File: src/sv/lpid_pkg.sv
// Shared types, constants and helpers for the leaky PID core.
// No dependencies; used by every lpid_* module and the top level.
package lpid_pkg;

  localparam int DATA_W = 32;
  localparam int ACC_W  = 48;
  localparam int DEC_W  = 16;
  localparam int VAL_W  = 66;   // wide enough for every sum in the datapath
  localparam int RES_W  = 65;   // signed result of the multiply / divide units
  localparam int IDX_W  = 4;

  localparam int IN_W  = 96;
  localparam int OUT_W = 104;

  localparam logic [16:0] DECAY_ONE = 17'h10000;

  typedef logic signed [VAL_W-1:0] sval_t;
  typedef logic [3:0] op_t;
  typedef logic [1:0] unit_t;

  // config register indexes
  localparam logic [IDX_W-1:0] REG_KP   = 4'd0;
  localparam logic [IDX_W-1:0] REG_KI   = 4'd1;
  localparam logic [IDX_W-1:0] REG_KD   = 4'd2;
  localparam logic [IDX_W-1:0] REG_KFF  = 4'd3;
  localparam logic [IDX_W-1:0] REG_IDEC = 4'd4;
  localparam logic [IDX_W-1:0] REG_FDEC = 4'd5;
  localparam logic [IDX_W-1:0] REG_MODE = 4'd6;
  localparam logic [IDX_W-1:0] REG_EN   = 4'd7;

  // datapath operations
  localparam op_t OP_LOAD = 4'd0;   // capture beat, error
  localparam op_t OP_FK   = 4'd1;   // filter sum decay + error
  localparam op_t OP_FE   = 4'd2;   // filtered error
  localparam op_t OP_NOF  = 4'd3;   // filter bypass
  localparam op_t OP_DV   = 4'd4;   // derivative divide
  localparam op_t OP_DZ   = 4'd5;   // zero step
  localparam op_t OP_AK   = 4'd6;   // accumulator decay
  localparam op_t OP_AI   = 4'd7;   // accumulator add e*dt
  localparam op_t OP_IN   = 4'd8;   // normalize integral
  localparam op_t OP_SI   = 4'd9;   // ki term
  localparam op_t OP_SD   = 4'd10;  // kd term
  localparam op_t OP_PK   = 4'd11;  // kp product
  localparam op_t OP_PF   = 4'd12;  // feedforward
  localparam op_t OP_FIN  = 4'd13;  // results

  localparam unit_t UNIT_NONE = 2'd0;
  localparam unit_t UNIT_MUL  = 2'd1;
  localparam unit_t UNIT_DIV  = 2'd2;

  typedef struct packed {
    logic go;
    logic wb;
    op_t  op;
  } cmd_t;

  typedef struct packed {
    logic mul_done;
    logic div_done;
    logic filt_on;
    logic ff_on;
    logic dt_zero;
  } stat_t;

  function automatic unit_t unit_of(input op_t op);
    unit_t u;
    case (op)
      OP_FK, OP_FE, OP_AK, OP_AI, OP_SI, OP_SD, OP_PK, OP_PF: u = UNIT_MUL;
      OP_DV, OP_IN: u = UNIT_DIV;
      default: u = UNIT_NONE;
    endcase
    return u;
  endfunction

  function automatic sval_t clip(input sval_t v, input int w);
    sval_t hi, lo;
    hi = (sval_t'(1) <<< (w - 1)) - sval_t'(1);
    lo = -hi - sval_t'(1);
    if (v > hi) return hi;
    else if (v < lo) return lo;
    return v;
  endfunction

  function automatic logic ovf(input sval_t v, input int w);
    sval_t hi, lo;
    hi = (sval_t'(1) <<< (w - 1)) - sval_t'(1);
    lo = -hi - sval_t'(1);
    return (v > hi) || (v < lo);
  endfunction

endpackage

File: src/sv/lpid_ctrl.sv
// Sequencer: walks the per-beat operation list and handles both handshakes.
// Drives cmd_t to lpid_dp and reads its stat_t; uses lpid_pkg.
module lpid_ctrl
  import lpid_pkg::*;
(
  input  logic  clk,
  input  logic  rst_n,
  input  logic  in_tvalid,
  output logic  in_tready,
  output logic  out_tvalid,
  input  logic  out_tready,
  input  stat_t stat,
  output cmd_t  cmd
);

  localparam logic [1:0] S_IDLE  = 2'd0;
  localparam logic [1:0] S_ISSUE = 2'd1;
  localparam logic [1:0] S_WAIT  = 2'd2;
  localparam logic [1:0] S_OUT   = 2'd3;

  logic [1:0] state_r, state_nxt;
  op_t        op_r, op_nxt;
  logic       done;

  function automatic op_t next_op(input op_t op, input stat_t s);
    op_t n;
    case (op)
      OP_LOAD: n = s.filt_on ? OP_FK : OP_NOF;
      OP_FK:   n = OP_FE;
      OP_FE, OP_NOF: n = s.dt_zero ? OP_DZ : OP_DV;
      OP_DV, OP_DZ: n = OP_AK;
      OP_AK:   n = OP_AI;
      OP_AI:   n = OP_IN;
      OP_IN:   n = OP_SI;
      OP_SI:   n = OP_SD;
      OP_SD:   n = OP_PK;
      OP_PK:   n = s.ff_on ? OP_PF : OP_FIN;
      default: n = OP_FIN;
    endcase
    return n;
  endfunction

  always_comb begin
    case (unit_of(op_r))
      UNIT_MUL: done = stat.mul_done;
      UNIT_DIV: done = stat.div_done;
      default:  done = 1'b1;
    endcase
  end

  always_comb begin
    state_nxt = state_r;
    op_nxt    = op_r;
    cmd.go    = 1'b0;
    cmd.wb    = 1'b0;
    cmd.op    = op_r;
    case (state_r)
      S_IDLE: begin
        cmd.op = OP_LOAD;
        cmd.wb = in_tvalid;
        if (in_tvalid) begin
          op_nxt    = next_op(OP_LOAD, stat);
          state_nxt = S_ISSUE;
        end
      end
      S_ISSUE: begin
        cmd.go    = 1'b1;
        state_nxt = S_WAIT;
      end
      S_WAIT: begin
        if (done) begin
          cmd.wb    = 1'b1;
          op_nxt    = next_op(op_r, stat);
          state_nxt = (op_r == OP_FIN) ? S_OUT : S_ISSUE;
        end
      end
      default: begin
        if (out_tready) state_nxt = S_IDLE;
      end
    endcase
  end

  always_ff @(posedge clk) begin
    if (!rst_n) begin
      state_r <= S_IDLE;
      op_r    <= OP_LOAD;
    end else begin
      state_r <= state_nxt;
      op_r    <= op_nxt;
    end
  end

  assign in_tready  = (state_r == S_IDLE);
  assign out_tvalid = (state_r == S_OUT);

endmodule

File: config.mk
export PLATFORM = sky130hd
export DESIGN_NAME = lpid_ctrl
export DESIGN_NICKNAME = d
export VERILOG_FILES = /design/src/sv/lpid_pkg.sv /design/src/sv/lpid_ctrl.sv
export SDC_FILE = /design/constraint.sdc
export NUM_CORES = 1
export LEC_CHECK = 0
export ABC_AREA = 1
export BUFFER_PORTS_ARGS = -buffer_cell sky130_fd_sc_hd__buf_2
export CAP_MARGIN = 25
export CORE_MARGIN = 3
export CORE_UTILIZATION = 40
export CTS_CLUSTER_DIAMETER = 150
export DETAILED_ROUTE_END_ITERATION = 10
export GPL_ROUTABILITY_DRIVEN = 0
export GPL_TIMING_DRIVEN = 0
export HOLD_SLACK_MARGIN = 0.06
export PLACE_DENSITY_LB_ADDON = 0.08
export SLEW_MARGIN = 40
export SYNTH_ARGS = -nofsm -noshare
export SYNTH_HDL_FRONTEND = slang
export SYNTH_SLANG_ARGS = --single-unit
export TNS_END_PERCENT = 30
File: constraint.sdc
create_clock -name clk -period 5.7 [get_ports clk]
set_clock_uncertainty 0.1 [all_clocks]
set_input_delay 1.71 -clock clk [delete_from_list [all_inputs] [get_ports clk]]
set_output_delay 1.71 -clock clk [all_outputs]
set_load 0.01 [all_outputs]
=== Word level (Yosys, flattened, before mapping) ===
Memories as Yosys holds them, arrays and structs flattened. A register that Yosys moved wholly into a read port is not among the register bits.
Index checks and enable logic that the tools add are counted.

* Equal/unequal tests: 19
* Reductions and logical operators: 8
* Mux-type cells: 19

{| class="wikitable"
|+ Operator list
! cell !! count
|-
| 4-bit one-hot mux with 10 select lines || 1
|-
| 4-bit == test, second input constant || 5
|-
| 4-bit 2-to-1 mux || 5
|-
| 4-bit by 3-bit == test with 1-bit output, second input constant || 4
|-
| 2-bit 2-to-1 mux || 5
|-
| 4-bit by 2-bit == test with 1-bit output, second input constant || 2
|-
| 4-bit one-hot mux with 2 select lines || 1
|-
| 2-bit == test, second input constant || 3
|-
| 2-bit one-hot mux with 3 select lines || 1
|-
| 3-bit AND reduction || 2
|-
| 2-bit by 1-bit == test with 1-bit output, second input constant || 2
|-
| 4-bit by 1-bit == test with 1-bit output, second input constant || 1
|-
| 4-bit zero test || 1
|-
| 1-bit 2-to-1 mux || 4
|-
| 2-bit inequality test, second input constant || 2
|-
| 1-bit one-hot mux with 2 select lines || 2
|-
| 4-bit nonzero test || 1
|-
| 2-bit OR reduction || 2
|-
| 2-bit zero test || 1
|-
| 2-bit nonzero test || 1
|}

* ROM bits: 32
* Output and inout port bits: 8
* Bits in registers: 6
* Memories: 1
* Logic and storage cells: 49
* Input bits: 9

{| class="wikitable"
|+ Memories
! memory !! depth !! width !! read ports !! clocked after Yosys merged registers in !! write ports !! RTL line !! RTL
|-
| (name not given) || 16 || 2 || 1 || 1 || 0 || lpid_pkg.sv:67 || <nowiki>case (op)</nowiki>
|}

=== Depth between registers and ports, before layout ===
* Depth in word-level cells: 7
* Depth in mapped cells: 16
* Mapped depth without buffers: 15

=== Least setup slack after synthesis ===
Ideal clock, no wire load.

* Path type: input -> output
* Start: input port stat[4] in the netlist's numbering
* End: output port cmd[4] in the netlist's numbering
* Stages on the path: 4
* Arrival: 1.990 ns
* Path buffers: 0
* Required time: 3.890 ns
* Path slack: 1.900 ns
* Cell sequence: nand2_1 nand3_1 nand2_1 nand2_1

{| class="wikitable"
|+ RTL lines
! item !! RTL line !! RTL
|-
| start, declared || lpid_ctrl.sv:12 || <nowiki>input stat_t stat,</nowiki>
|-
| end, declared || lpid_ctrl.sv:13 || <nowiki>output cmd_t cmd</nowiki>
|}

==> summary.txt <==
Clock tree
  – Sink Count: 8
  – Hold_buf cts: 0
  – Post-CTS Setup Repair Bufs: 0
  – CTS buffer count: 3
  – Root buf cell: clkbuf_4
  – Clk slew on worst S/H paths: 0.05 ns
  – Post_cts resized: 0
  – Clk_lat worst skew: 0.25 ns
  – # H-tree levels: 1
  – Clock Path Buffers: 2
  – CTS tree: yes

Timing
  – Final setup vio count: 0
  – Worst slew margin: 0.832
  – Fin. max-slew vios: 0
  – Setup TNS: 0 ns
  – Final worst slack: about 1.7 ns
  – Slew of the pin with the lowest slew margin: 0.252 ns
  – Tmin final: 4.02 ns
  – Final hold violation count: 0
  – Fmax: 248 MHz
  – Final worst-path cycle share: 0.706
  – RSZ-0062 raised after global routing: false

Placement
  – Number of port buffers: 16
  – Place WS: 1.67 ns
  – DP Wirelength: 1280 um

Logic synthesis
  – Mapped Area: 707 um^2
  – Syn nets: around 130
  – Synth async-reset ratio: 0
  – Netlist cell types: 24
  – YS warnings: 0
  – Mean Syn Cell Area: 6.20 um^2
  – Sequential-to-total area share from yosys stat: 0.227
  – Synth top area share: 0.227
  – Top cells by area, synth: dfxtp_1 23%, ha_1 14%, nand2_1 14%
  – Area leader, netlist: dfxtp_1
  – Top-count cell post-synth: nand2_1
  – Synthesized instance count: 114
  – Synth cell count leaders: 26 x nand2_1, 18 x nor2_1, 13 x inv_1
  – EDFF count, synth: 0
  – #FFs+latches synth: 8
  – Top_reg_cell synth: dfxtp_1

Die
  – Die H: 48.0 um
  – Starting Density: 0.448
  – Io pins: 17
  – Core footprint: between 1500 and 2000 um^2
  – # rows: 14
  – Die footprint: 2310 um^2
  – Die W: just under 50 um

Worst setup path
  – Critical Path Sink: cmd[4]
  – Crit end category: primary output
  – Critical path fanouts, max: 2
  – R2R setup slack: 3.43 ns
  – Crit path required time: 3.89 ns
  – Nature of the critical path startpoint: primary input
  – FF-to-FF Start: state_r[0]
  – R2r worst-path depth: 16
  – Crit path from: stat[4]
  – Critical path type: in2out
  – Worst Path Arrival: 2.21 ns

GRT
  – Vias in the first global route: 609
  – Grt ovf: 0
  – Total track usage: 0.163
  – Largest net degree at the start of global routing: 10
  – First-pass GRT wire length: 2590 um
  – Initial antenna violation count: 0

Flow run
  – Max Cap Viol: 0

Finish
  – # nets final: 152
  – Share of layout cells above drive strength 1: 0.248
  – Antenna cell count: 0
  – Layout area overhead: 17.3%

Power
  – Power Density: 409 nW/um^2
  – Peak VDD IR: roughly 0.21 mV
  – LEAKAGE: 0.442 nW

Routing
  – DR vias/cell: 5.21
  – DR WL/cell: 10.5 um
  – Drt drc: 0
  – Via count: 776
  – Routed WL: between 1500 and 2000 um
  – Detail Route Antenna Nets: 0
  – Initial drt markers: 21
  – DRT Pass-1 Iters: 4

Outcome
  – Outcome: finished, final reports clean

Min path
  – Min-Delay Path Class: reg2reg
  – Worst Hold Depth: 2
[worst min path at each step]
stage	from	endpoint
after floorplan	state_r[0]	state_r[0]
after global placement	state_r[0]	state_r[0]
after detailed placement	state_r[0]	state_r[0]
after CTS	state_r[0]	state_r[0]
after global routing	state_r[0]	state_r[0]
final	state_r[0]	state_r[0]
[worst max-delay path, stage by stage]
cell     delay (ns)
buf_2          0.09
nand2_1        0.08
nand3_1        0.07
nand2_1        0.08
nand2_1        0.05
buf_2          0.13
[area by class of cell]
class                   instances  area (um^2)
plain buffers                   2         18.8
fillers                       171          747
well taps                      16         20.0
clock buffers                   3         22.5
multi-input cells              86          459
inverters                      18         68.8
flip-flops and latches          8          160
repair buffers                 16         80.1
[power by group]
group          total (mW)  switching [mW]  internal, mW
logic               0.209           0.129        0.0800
clock network      0.0424          0.0183        0.0240
registers          0.0872          0.0155        0.0717
[cell families after synthesis]
family                     synth area share
AOI/OAI and AO/OA                    0.0991
DFF                                   0.227
adders and majority gates             0.142
buffers and inverters                 0.124
and+or+nand+nor                       0.409
[per-layer routing]
| layer | wire length [um] | share of wire | global-route usage |
|---|---|---|---|
| met5 | 0 | 0 | 0 |
| met4 | 23 | 0.015 | 0.0645 |
| met3 | 122 | 0.078 | 0.0489 |
| met2 | 740 | 0.47 | 0.253 |
| met1 | 683 | 0.44 | 0.208 |
[stage by stage]
step,area [um^2],std cells,hold slack [ns],utilization,power [mW]
final,830,149,0.403,0.526,0.339
after CTS,830,149,0.407,0.526,0.344
after floorplan,707,114,0.378,-,0.247
after detailed placement,807,146,0.399,0.512,0.299
after global placement,807,146,0.413,0.512,0.296
after global routing,830,149,0.424,0.526,0.382
[placed cells by master (no fill, tap or decap), types with 2 or more instances in the layout]
master | synthesis | final
a21oi_1 | 2 | 2
buf_2 | 0 | 16
clkbuf_4 | 0 | 3
dfxtp_1 | 8 | 8
ha_1 | 8 | 8
inv_1 | 13 | 13
inv_2 | 4 | 4
nand2_1 | 26 | 26
nand2_2 | 4 | 4
nand3_1 | 11 | 11
nand4_1 | 2 | 2
nor2_1 | 18 | 18
o21ai_0 | 3 | 3
o21ai_1 | 3 | 3
Note: power is estimated with default switching activity, not from simulation.
